<file path="src/cda_pkg.sv">
// ----------------------------------------------------------------------------
// Calendar date arithmetic package
// Shared constants, types and calendar tables for the date arithmetic block.
// ----------------------------------------------------------------------------
package cda_pkg;

    localparam int DIV_W = 30;
    localparam int DN_W  = 23;

    localparam logic [DN_W-1:0] RESET_DN = 23'd2436700;
    localparam logic [24:0]     MIN_DN   = 25'd1721426;
    localparam logic [24:0]     MAX_DN   = 25'd5373484;

    localparam logic [14:0] YEAR_OFS  = 15'd4800;
    localparam logic [14:0] CENT_OFS  = 15'd4900;
    localparam logic [24:0] JD_OFS    = 25'd32075;
    localparam logic [23:0] L_OFS     = 24'd68569;

    localparam logic [DIV_W-1:0] DIV_CENT  = 30'd100;
    localparam logic [DIV_W-1:0] DIV_N     = 30'd146097;
    localparam logic [DIV_W-1:0] DIV_I     = 30'd1461001;
    localparam logic [DIV_W-1:0] DIV_J     = 30'd2447;
    localparam logic [DIV_W-1:0] DIV_K     = 30'd80;
    localparam logic [DIV_W-1:0] DIV_WEEK  = 30'd7;

    // Reciprocals of the divisors, scaled by two to the power of the divider width.
    localparam logic [DIV_W-1:0] RCP_CENT = DIV_W'((64'd1 << DIV_W) / 64'(DIV_CENT));
    localparam logic [DIV_W-1:0] RCP_N    = DIV_W'((64'd1 << DIV_W) / 64'(DIV_N));
    localparam logic [DIV_W-1:0] RCP_I    = DIV_W'((64'd1 << DIV_W) / 64'(DIV_I));
    localparam logic [DIV_W-1:0] RCP_J    = DIV_W'((64'd1 << DIV_W) / 64'(DIV_J));
    localparam logic [DIV_W-1:0] RCP_K    = DIV_W'((64'd1 << DIV_W) / 64'(DIV_K));
    localparam logic [DIV_W-1:0] RCP_WEEK = DIV_W'((64'd1 << DIV_W) / 64'(DIV_WEEK));

    localparam logic [3:0]  DEF_MONTH = 4'd9;
    localparam logic [5:0]  DEF_DAY   = 6'd23;
    localparam logic [13:0] DEF_YEAR  = 14'd2020;

    typedef enum logic [2:0] {
        OP_REF, OP_LD, OP_N, OP_I, OP_J, OP_K, OP_Y, OP_W
    } op_t;

    typedef enum logic [1:0] {
        ST_IDLE, ST_ISSUE, ST_WAIT, ST_DONE
    } state_t;

    typedef struct packed {
        logic accept;
        logic issue;
        logic finish;
        logic out_load;
        op_t  op;
    } cmd_t;

    typedef struct packed {
        logic div_done;
        logic is_load;
    } status_t;

    function automatic logic [8:0] month_term(input logic [3:0] m);
        logic [8:0] v;
        unique case (m)
            4'd0:    v = 9'd305;
            4'd1:    v = 9'd336;
            4'd2:    v = 9'd367;
            4'd3:    v = 9'd30;
            4'd4:    v = 9'd61;
            4'd5:    v = 9'd91;
            4'd6:    v = 9'd122;
            4'd7:    v = 9'd152;
            4'd8:    v = 9'd183;
            4'd9:    v = 9'd214;
            4'd10:   v = 9'd244;
            4'd11:   v = 9'd275;
            4'd12:   v = 9'd305;
            4'd13:   v = 9'd336;
            4'd14:   v = 9'd367;
            default: v = 9'd397;
        endcase
        return v;
    endfunction

    function automatic logic [8:0] days_before(input logic [3:0] m);
        logic [8:0] v;
        unique case (m)
            4'd1:    v = 9'd0;
            4'd2:    v = 9'd31;
            4'd3:    v = 9'd59;
            4'd4:    v = 9'd90;
            4'd5:    v = 9'd120;
            4'd6:    v = 9'd151;
            4'd7:    v = 9'd181;
            4'd8:    v = 9'd212;
            4'd9:    v = 9'd243;
            4'd10:   v = 9'd273;
            4'd11:   v = 9'd304;
            4'd12:   v = 9'd334;
            default: v = 9'd0;
        endcase
        return v;
    endfunction

endpackage

</file>
<file path="src/calendar_date_arithmetic.sv">
// ----------------------------------------------------------------------------
// Calendar date arithmetic
// Each word runs seven divisions, eight for a load, on one shared constant
// divider; one word is in flight, so a new word is taken only once the last
// result has been loaded into the result register.
// A stalled result holds the controller before the next result is loaded.
// Reset sets the stored date to 1959-05-11 and empties the output register.
// ----------------------------------------------------------------------------
module calendar_date_arithmetic (
    input  logic        aclk,
    input  logic        aresetn,
    input  logic        s_tvalid,
    output logic        s_tready,
    // month_in[3:0], day_in[9:4], year_in[23:10], offset[46:24],
    // ref_month[50:47], ref_day[55:51], ref_year[69:56], zero fill above.
    input  logic [71:0] s_tdata,
    // command[0].
    input  logic        s_tuser,
    output logic        m_tvalid,
    input  logic        m_tready,
    // month_out[3:0], day_out[8:4], year_out[22:9], day_of_year[31:23],
    // weekday[34:32], days_between[57:35], zero fill above.
    output logic [63:0] m_tdata,
    // range_error[0].
    output logic        m_tuser
);
    import cda_pkg::*;

    cmd_t    cmd;
    status_t status;

    cda_ctrl u_ctrl (
        .aclk     (aclk),
        .aresetn  (aresetn),
        .s_tvalid (s_tvalid),
        .s_tready (s_tready),
        .m_tvalid (m_tvalid),
        .m_tready (m_tready),
        .status   (status),
        .cmd      (cmd)
    );

    cda_datapath u_datapath (
        .aclk     (aclk),
        .aresetn  (aresetn),
        .cmd      (cmd),
        .status   (status),
        .in_data  (s_tdata),
        .in_user  (s_tuser),
        .out_data (m_tdata),
        .out_user (m_tuser)
    );

    a_one_in_flight: assert property (@(posedge aclk) disable iff (!aresetn)
        s_tvalid && s_tready |=> !s_tready)
        else $error("Second word accepted while a word is in progress.");

    a_weekday_range: assert property (@(posedge aclk) disable iff (!aresetn)
        m_tvalid |-> m_tdata[34:32] != 3'd7)
        else $error("Weekday out of range.");

    a_month_range: assert property (@(posedge aclk) disable iff (!aresetn)
        m_tvalid |-> (m_tdata[3:0] != 4'd0) && (m_tdata[3:0] <= 4'd12))
        else $error("Month out of range.");

endmodule

</file>
<file path="src/cda_div.sv">
// ----------------------------------------------------------------------------
// Constant divider
// Divides by a constant through a reciprocal multiplication and one
// correction step, registering the product, the estimate and the result in turn.
// ----------------------------------------------------------------------------
module cda_div (
    input  logic                      aclk,
    input  logic                      aresetn,
    input  logic                      start,
    input  logic [cda_pkg::DIV_W-1:0] dividend,
    input  logic [cda_pkg::DIV_W-1:0] divisor,
    input  logic [cda_pkg::DIV_W-1:0] recip,
    output logic [cda_pkg::DIV_W-1:0] quotient,
    output logic [cda_pkg::DIV_W-1:0] remainder,
    output logic                      done
);
    import cda_pkg::*;

    logic [DIV_W-1:0]   x_reg, x_next;
    logic [DIV_W-1:0]   dvs_reg, dvs_next;
    logic [DIV_W-1:0]   rcp_reg, rcp_next;
    logic [2*DIV_W-1:0] prod_reg, prod_next;
    logic [DIV_W-1:0]   est_reg, est_next;
    logic [DIV_W-1:0]   rem0_reg, rem0_next;
    logic [DIV_W-1:0]   quo_reg, quo_next;
    logic [DIV_W-1:0]   rem_reg, rem_next;
    logic [2:0]         stage_reg, stage_next;
    logic               done_reg, done_next;
    logic [DIV_W-1:0]   est;
    logic [DIV_W-1:0]   back;
    logic               over;

    // The estimate is never more than one below the true quotient.
    assign est  = prod_reg[2*DIV_W-1:DIV_W];
    assign back = est * dvs_reg;
    assign over = (rem0_reg >= dvs_reg);

    always_comb begin
        x_next     = x_reg;
        dvs_next   = dvs_reg;
        rcp_next   = rcp_reg;
        prod_next  = prod_reg;
        est_next   = est_reg;
        rem0_next  = rem0_reg;
        quo_next   = quo_reg;
        rem_next   = rem_reg;
        stage_next = {stage_reg[1:0], start};
        done_next  = stage_reg[2];
        if (start) begin
            x_next   = dividend;
            dvs_next = divisor;
            rcp_next = recip;
        end
        if (stage_reg[0]) begin
            prod_next = {{DIV_W{1'b0}}, x_reg} * {{DIV_W{1'b0}}, rcp_reg};
        end
        if (stage_reg[1]) begin
            est_next  = est;
            rem0_next = x_reg - back;
        end
        if (stage_reg[2]) begin
            quo_next = over ? est_reg + DIV_W'(1) : est_reg;
            rem_next = over ? rem0_reg - dvs_reg : rem0_reg;
        end
    end

    always_ff @(posedge aclk) begin
        if (!aresetn) begin
            stage_reg <= '0;
            done_reg  <= 1'b0;
        end else begin
            stage_reg <= stage_next;
            done_reg  <= done_next;
        end
        x_reg    <= x_next;
        dvs_reg  <= dvs_next;
        rcp_reg  <= rcp_next;
        prod_reg <= prod_next;
        est_reg  <= est_next;
        rem0_reg <= rem0_next;
        quo_reg  <= quo_next;
        rem_reg  <= rem_next;
    end

    assign quotient  = quo_reg;
    assign remainder = rem_reg;
    assign done      = done_reg;

endmodule

</file>
<file path="src/cda_datapath.sv">
// ----------------------------------------------------------------------------
// Date arithmetic datapath
// Holds the day number and steps the date conversions through a shared divider.
// ----------------------------------------------------------------------------
module cda_datapath (
    input  logic             aclk,
    input  logic             aresetn,
    input  cda_pkg::cmd_t    cmd,
    output cda_pkg::status_t status,
    input  logic [71:0]      in_data,
    input  logic             in_user,
    output logic [63:0]      out_data,
    output logic             out_user
);
    import cda_pkg::*;

    logic [3:0]  f_month, f_rm;
    logic [5:0]  f_day;
    logic [4:0]  f_rd;
    logic [13:0] f_year, f_ry;
    logic [22:0] f_off;
    logic        f_valid;
    logic [24:0] shift_sum;
    logic        shift_bad;

    logic        is_load_reg;
    logic [3:0]  lm_reg, rm_reg;
    logic [5:0]  ld_reg;
    logic [4:0]  rd_reg;
    logic [13:0] ly_reg, ry_reg;
    logic        err_reg;
    logic [DN_W-1:0] dn_reg, dn_next;

    logic [23:0] base_reg, ref_jd_reg;
    logic [23:0] l_reg;
    logic [7:0]  n_reg;
    logic [8:0]  i_reg;
    logic [4:0]  j_reg;
    logic [4:0]  d_reg;
    logic [3:0]  m_reg;
    logic [13:0] y_reg;
    logic [8:0]  doy_reg;
    logic [2:0]  wd_reg;
    logic [22:0] diff_reg;
    logic [63:0] out_data_reg;
    logic        out_user_reg;

    logic [3:0]  sel_m;
    logic [5:0]  sel_d;
    logic [14:0] sel_y;
    logic        sel_a;
    logic [14:0] yofs;
    logic [24:0] base_prod;
    logic [24:0] base_sum;

    logic [DIV_W-1:0] div_a, div_b, div_m, div_q, div_r;
    logic             div_done;

    logic [9:0]  corr;
    logic [24:0] n_prod;
    logic [19:0] i_prod;
    logic        l2;
    logic        leap;
    logic [24:0] diff_full;

    assign f_month = in_data[3:0];
    assign f_day   = in_data[9:4];
    assign f_year  = in_data[23:10];
    assign f_off   = in_data[46:24];
    assign f_rm    = in_data[50:47];
    assign f_rd    = in_data[55:51];
    assign f_ry    = in_data[69:56];

    assign f_valid = (f_month != 4'd0) && (f_month <= 4'd12) && (f_day != 6'd0)
                  && (f_day <= 6'd31) && (f_year != 14'd0) && (f_year <= 14'd9999);

    assign shift_sum = {2'b00, dn_reg} + {{2{f_off[22]}}, f_off};
    assign shift_bad = ($signed(shift_sum) < $signed(MIN_DN))
                    || ($signed(shift_sum) > $signed(MAX_DN));

    assign sel_m = (cmd.op == OP_REF) ? rm_reg : lm_reg;
    assign sel_d = (cmd.op == OP_REF) ? {1'b0, rd_reg} : ld_reg;
    assign sel_y = (cmd.op == OP_REF) ? {1'b0, ry_reg} : {1'b0, ly_reg};
    assign sel_a = (sel_m <= 4'd2);
    assign yofs  = sel_y + (sel_a ? 15'd0 : 15'd1) - 15'd1;

    assign base_prod = 25'd1461 * 25'(15'(yofs + YEAR_OFS));
    assign base_sum  = 25'(sel_d) + (base_prod >> 2) + 25'(month_term(sel_m)) - JD_OFS;

    assign corr   = (10'd3 * 10'(div_q[7:0])) >> 2;
    assign n_prod = (25'd146097 * 25'(div_q[7:0]) + 25'd3) >> 2;
    assign i_prod = (20'd1461 * 20'(div_q[8:0])) >> 2;
    assign l2     = (j_reg >= 5'd11);
    assign leap   = ((y_reg[1:0] == 2'b00) && (div_r != '0))
                 || ((div_r == '0) && (div_q[1:0] == 2'b00));
    assign diff_full = {1'b0, ref_jd_reg} - {2'b00, dn_reg};

    always_comb begin
        unique case (cmd.op)
            OP_REF, OP_LD: begin
                div_a = DIV_W'(15'(yofs + CENT_OFS));
                div_b = DIV_CENT;
                div_m = RCP_CENT;
            end
            OP_N: begin
                div_a = DIV_W'({1'b0, dn_reg} + L_OFS) << 2;
                div_b = DIV_N;
                div_m = RCP_N;
            end
            OP_I: begin
                div_a = DIV_W'((DIV_W'(l_reg) + DIV_W'(1)) * DIV_W'(4000));
                div_b = DIV_I;
                div_m = RCP_I;
            end
            OP_J: begin
                div_a = DIV_W'(l_reg) * DIV_W'(80);
                div_b = DIV_J;
                div_m = RCP_J;
            end
            OP_K: begin
                div_a = DIV_W'(j_reg) * DIV_W'(2447);
                div_b = DIV_K;
                div_m = RCP_K;
            end
            OP_Y: begin
                div_a = DIV_W'(y_reg);
                div_b = DIV_CENT;
                div_m = RCP_CENT;
            end
            default: begin
                div_a = DIV_W'(dn_reg);
                div_b = DIV_WEEK;
                div_m = RCP_WEEK;
            end
        endcase
    end

    cda_div u_div (
        .aclk      (aclk),
        .aresetn   (aresetn),
        .start     (cmd.issue),
        .dividend  (div_a),
        .divisor   (div_b),
        .recip     (div_m),
        .quotient  (div_q),
        .remainder (div_r),
        .done      (div_done)
    );

    always_comb begin
        dn_next = dn_reg;
        if (cmd.accept && in_user && !shift_bad) begin
            dn_next = shift_sum[DN_W-1:0];
        end else if (cmd.finish && cmd.op == OP_LD) begin
            dn_next = DN_W'(base_reg - 24'(corr));
        end
    end

    always_ff @(posedge aclk) begin
        if (!aresetn) begin
            dn_reg <= RESET_DN;
        end else begin
            dn_reg <= dn_next;
        end
    end

    always_ff @(posedge aclk) begin
        if (cmd.accept) begin
            is_load_reg <= !in_user;
            lm_reg      <= f_valid ? f_month : DEF_MONTH;
            ld_reg      <= f_valid ? f_day : DEF_DAY;
            ly_reg      <= f_valid ? f_year : DEF_YEAR;
            rm_reg      <= f_rm;
            rd_reg      <= f_rd;
            ry_reg      <= f_ry;
            err_reg     <= in_user && shift_bad;
        end
        if (cmd.issue && (cmd.op == OP_REF || cmd.op == OP_LD)) begin
            base_reg <= base_sum[23:0];
        end
        if (cmd.issue && cmd.op == OP_N) begin
            l_reg <= {1'b0, dn_reg} + L_OFS;
        end
        if (cmd.finish) begin
            unique case (cmd.op)
                OP_REF: ref_jd_reg <= base_reg - 24'(corr);
                OP_LD: begin
                end
                OP_N: begin
                    n_reg <= div_q[7:0];
                    l_reg <= l_reg - n_prod[23:0];
                end
                OP_I: begin
                    i_reg <= div_q[8:0];
                    l_reg <= l_reg - 24'(i_prod) + 24'd31;
                end
                OP_J: j_reg <= div_q[4:0];
                OP_K: begin
                    d_reg <= 5'(l_reg - 24'(div_q[9:0]));
                    m_reg <= 4'(j_reg + 5'd2 - (l2 ? 5'd12 : 5'd0));
                    y_reg <= 14'(14'd100 * 14'(n_reg - 8'd49)) + 14'(i_reg) + 14'(l2);
                end
                OP_Y: begin
                    doy_reg <= days_before(m_reg) + 9'(d_reg)
                             + 9'((m_reg > 4'd2) && leap);
                end
                default: begin
                    wd_reg <= div_r[2:0];
                    if ($signed(diff_full) > $signed(25'd4194303)) begin
                        diff_reg <= 23'h3FFFFF;
                    end else if ($signed(diff_full) < -$signed(25'd4194304)) begin
                        diff_reg <= 23'h400000;
                    end else begin
                        diff_reg <= diff_full[22:0];
                    end
                end
            endcase
        end
        if (cmd.out_load) begin
            out_data_reg <= {6'd0, diff_reg, wd_reg, doy_reg, y_reg, d_reg, m_reg};
            out_user_reg <= err_reg;
        end
    end

    assign status.div_done = div_done;
    assign status.is_load  = is_load_reg;
    assign out_data        = out_data_reg;
    assign out_user        = out_user_reg;

endmodule

</file>
<file path="src/cda_ctrl.sv">
// ----------------------------------------------------------------------------
// Date arithmetic controller
// Sequences the conversion steps and owns both stream handshakes.
// ----------------------------------------------------------------------------
module cda_ctrl (
    input  logic             aclk,
    input  logic             aresetn,
    input  logic             s_tvalid,
    output logic             s_tready,
    output logic             m_tvalid,
    input  logic             m_tready,
    input  cda_pkg::status_t status,
    output cda_pkg::cmd_t    cmd
);
    import cda_pkg::*;

    state_t state_reg, state_next;
    op_t    op_reg, op_next;
    logic   out_valid_reg, out_valid_next;

    always_ff @(posedge aclk) begin
        if (!aresetn) begin
            state_reg     <= ST_IDLE;
            op_reg        <= OP_REF;
            out_valid_reg <= 1'b0;
        end else begin
            state_reg     <= state_next;
            op_reg        <= op_next;
            out_valid_reg <= out_valid_next;
        end
    end

    always_comb begin
        state_next   = state_reg;
        op_next      = op_reg;
        cmd.accept   = 1'b0;
        cmd.issue    = 1'b0;
        cmd.finish   = 1'b0;
        cmd.out_load = 1'b0;
        cmd.op       = op_reg;
        s_tready     = 1'b0;
        unique case (state_reg)
            ST_IDLE: begin
                s_tready = 1'b1;
                if (s_tvalid) begin
                    cmd.accept = 1'b1;
                    op_next    = OP_REF;
                    state_next = ST_ISSUE;
                end
            end
            ST_ISSUE: begin
                cmd.issue  = 1'b1;
                state_next = ST_WAIT;
            end
            ST_WAIT: begin
                if (status.div_done) begin
                    cmd.finish = 1'b1;
                    state_next = ST_ISSUE;
                    unique case (op_reg)
                        OP_REF:  op_next = status.is_load ? OP_LD : OP_N;
                        OP_LD:   op_next = OP_N;
                        OP_N:    op_next = OP_I;
                        OP_I:    op_next = OP_J;
                        OP_J:    op_next = OP_K;
                        OP_K:    op_next = OP_Y;
                        OP_Y:    op_next = OP_W;
                        default: state_next = ST_DONE;
                    endcase
                end
            end
            default: begin
                if (!out_valid_reg || m_tready) begin
                    cmd.out_load = 1'b1;
                    state_next   = ST_IDLE;
                end
            end
        endcase
    end

    always_comb begin
        out_valid_next = out_valid_reg;
        if (cmd.out_load) begin
            out_valid_next = 1'b1;
        end else if (m_tready) begin
            out_valid_next = 1'b0;
        end
    end

    assign m_tvalid = out_valid_reg;

endmodule
</file>
<file path="config.mk">
export PLATFORM = sky130hd
export DESIGN_NAME = calendar_date_arithmetic
export DESIGN_NICKNAME = d
export VERILOG_FILES = /design/src/cda_pkg.sv /design/src/calendar_date_arithmetic.sv /design/src/cda_div.sv /design/src/cda_datapath.sv /design/src/cda_ctrl.sv
export SDC_FILE = /design/constraint.sdc
export NUM_CORES = 2
export LEC_CHECK = 0
export BUFFER_PORTS_ARGS = -buffer_cell sky130_fd_sc_hd__buf_4
export CAP_MARGIN = 15
export CORE_MARGIN = 5
export CORE_UTILIZATION = 45
export CTS_BUF_LIST = sky130_fd_sc_hd__clkbuf_8
export DETAILED_ROUTE_END_ITERATION = 8
export GPL_ROUTABILITY_DRIVEN = 0
export GPL_TIMING_DRIVEN = 1
export PLACE_DENSITY = 0.67
export SLEW_MARGIN = 20
export SYNTH_ARGS = -nofsm -noshare
export SYNTH_HDL_FRONTEND = slang
export SYNTH_SLANG_ARGS = --single-unit
</file>
<file path="constraint.sdc">
create_clock -name aclk -period 9.6 [get_ports aclk]
set_input_delay 0.96 -clock aclk [delete_from_list [all_inputs] [get_ports aclk]]
set_output_delay 0.96 -clock aclk [all_outputs]
set_load 0.01 [all_outputs]
</file>
==> out/results.txt <==
Global Route Usage Sum: 24.2%
Max clock buf depth: 3
Max-cap violations: 0
Final Max Slew Viols: 0
Site Rows: 152
Post-CTS Hold Fix Bufs: 0
FFs w/ async S/R, synth: 0%
Detailed-route vias per instance: 5.43
Fin crit share: 95.4%
Fmax: 0.109 GHz
Critical-path top delay cell: fa_1
Top cells by count, synth: inv_1 (1,677), fa_1 (1,160), ha_1 (1,011)
Final WL: 218,000 um
Synth top area cells: fa_1 (30%), ha_1 (16%), edfxtp_1 (16%), inv_1 (8.1%), and2_1 (3.7%)
Clock Root Buffer: clkbuf_8
Most frequent CP cell: ha_1
Fraction of layout cells with a size suffix above 1: 6.35%
Initial antenna violation count: 13
Cell with the most instances after synthesis: inv_1
Reg2Reg Depth: 39
Mapped Area: 77,500 um^2
Crit start category: flip-flop
H-tree depth: 3
Die area: 181,000 um^2
Clk slew on worst S/H paths: 0.06 ns
Chip Height: 425 um
Final setup margin: 0.444 ns
Worst skew pair latency: 0.78 ns
Clk_skew: 0.0662 ns
Min Hold Slack: 0.363 ns
Die Span X: 425 um
Grt ovf: 0
Final min period: 9.16 ns
Final setup fails: 0
Netlist cell types: 95
Synthesized instance count: 8,069
Area added between synthesis and finish: 7.81%
Least-Margin Pin Slew: 1.15 ns
Starting Density: 45.2%
Avg Cell Area, Syn: 9.60 um^2
Largest register FFs: 58
Top FF cell, synth: edfxtp_1
Final net count: 10,441
Run status: complete, no violations
Post-synthesis sequential element count: 469
Pre-CTS setup slack: 0.155 ns
Largest net degree at the start of global routing: 61
Average wire per standard cell: 20.6 um
Core Util, Final: 48.7%
DPL Wire Length: 181,000 um
Final ANT Viol Nets: 0
Fin cells: 10,575
Clock sinks: 469
Setup crit end kind: flip-flop
Global-route wire length before repair: 341,000 um
CP required: 10.12 ns
HP Class: primary input to flip-flop
Area leader, netlist: fa_1
Placed Cells: 10,414
EDFF count, synth: 403
Post-route DRC: 0
CP max FO: 6
WP data arrival: 9.68 ns
# port buffers: 135
Worst path max stage delay: 0.50 ns
Via Count: 57,400
First-pass iteration count of the detailed router: 8
Hold path depth: 1
Worst Setup Path Type: flip-flop to flip-flop
Vias in the first global route: 59,485
CTS tree: yes
Fin. Hold Viols: 0
Core area: 172,000 um^2
Relative slew slack: 22.6%
TritonCTS buffer count: 82
Share of the synthesized area in the top cell type: 30.0%
Top-level I/O count: 144
DRT iter0 DRCs: 4,766
Warnings from Yosys: 0
Seq/Total Area, Yosys: 17.3%
critical path: cells and delay by family, from the launching register on:
kind                     cells  cell delay (ns)
AO/OA/AOI/OAI                7             1.49
XOR/XNOR                     4             0.78
adder cells (fa/ha/maj)     11             3.78
buffers and inverters        6             0.41
flip-flops                   1             0.34
multiplexers                 1             0.25
AND/OR/NAND/NOR             10             1.88
what timing repair did:
action / 4_1_cts / 5_1_grt
setup endpoints to repair: 0 / 5
gates resized for setup: 0 / 18
setup buffers: 0 / 5
worst paths after layout:
check / from / end / slack (ns)
max: u_ctrl.op_reg[1]$_SDFFE_PN0P_ / u_datapath.base_reg[23]$_DFFE_PP_ / 0.44
min: s_tdata[68] / u_datapath.ry_reg[12]$_DFFE_PP_ / 0.36
max reg2reg: u_ctrl.op_reg[1]$_SDFFE_PN0P_ / u_datapath.base_reg[23]$_DFFE_PP_ / 0.44
min reg2reg: u_datapath.doy_reg[5]$_DFFE_PP_ / u_datapath.out_data[28]$_DFFE_PP_ / 0.40
cell families (layout without fill, tap and decap cells):
family                   count (synthesis)  in the layout  synth area share [%]
adder cells (fa/ha/maj)               2172           2172                  46.3
AO/OA/AOI/OAI                         1037           1037                  8.73
multiplexers                            61             61                 0.838
AND/OR/NAND/NOR                       1953           1953                  12.4
flip-flops                             469            469                  17.3
buffers and inverters                 1936           2119                  9.43
XOR/XNOR                               440            440                  4.97
other                                    1             14               0.00484
cells in the final DEF (no fill, tap or decap), types with 21 or more instances in the layout:
cell / n
inv_1: 1698
fa_1: 1160
ha_1: 1009
nand2_1: 700
and2_1: 459
edfxtp_1: 403
xnor2_1: 301
a21oi_1: 289
nor2_1: 283
buf_4: 280
o21ai_0: 213
xor2_1: 133
a21o_1: 103
nor3_1: 102
nand3_1: 97
clkbuf_8: 94
dfxtp_1: 64
nand2b_1: 59
o21a_1: 47
nand4_1: 36
mux2i_1: 36
a211oi_1: 35
a31oi_1: 34
nor2b_1: 33
and3_1: 32
or2_2: 31
o31ai_1: 27
or3_1: 26
o21bai_1: 25
o211ai_1: 24
nor4_1: 23
mux2_2: 21
area by class of cell:
class                           instances  area, um^2
Fill cell                           15774       88000
Multi-Input combinational cell       5670       57000
Sequential cell                       469       13400
Inverter                             1683        6320
Tap cell                             2310        2890
Timing Repair Buffer                  287        2240
Clock buffer                           94        1290
Clock inverter                         55         395
Antenna cell                            7        17.5
per-layer routing:
layer | vias to the layer above | global-route usage [%] | wire (um)
li1 | 26167 | - | -
met1 | 28513 | 31.8 | 88700
met2 | 2248 | 39.3 | 100000
met3 | 470 | 4.41 | 17700
met4 | 2 | 10.7 | 11800
met5 | - | 0 | 13
stage by stage:
step                TNS (ns)  cell area, um^2
floorplan                  0            77600
detailed placement         0            81700
global route         -0.0464            83500
finish                     0            83500
global placement           0            81600
CTS                        0            83400
Power is left out: the tool's default activity adds up to more than one toggle a clock period on the data nets, which glitch-free logic cannot reach.
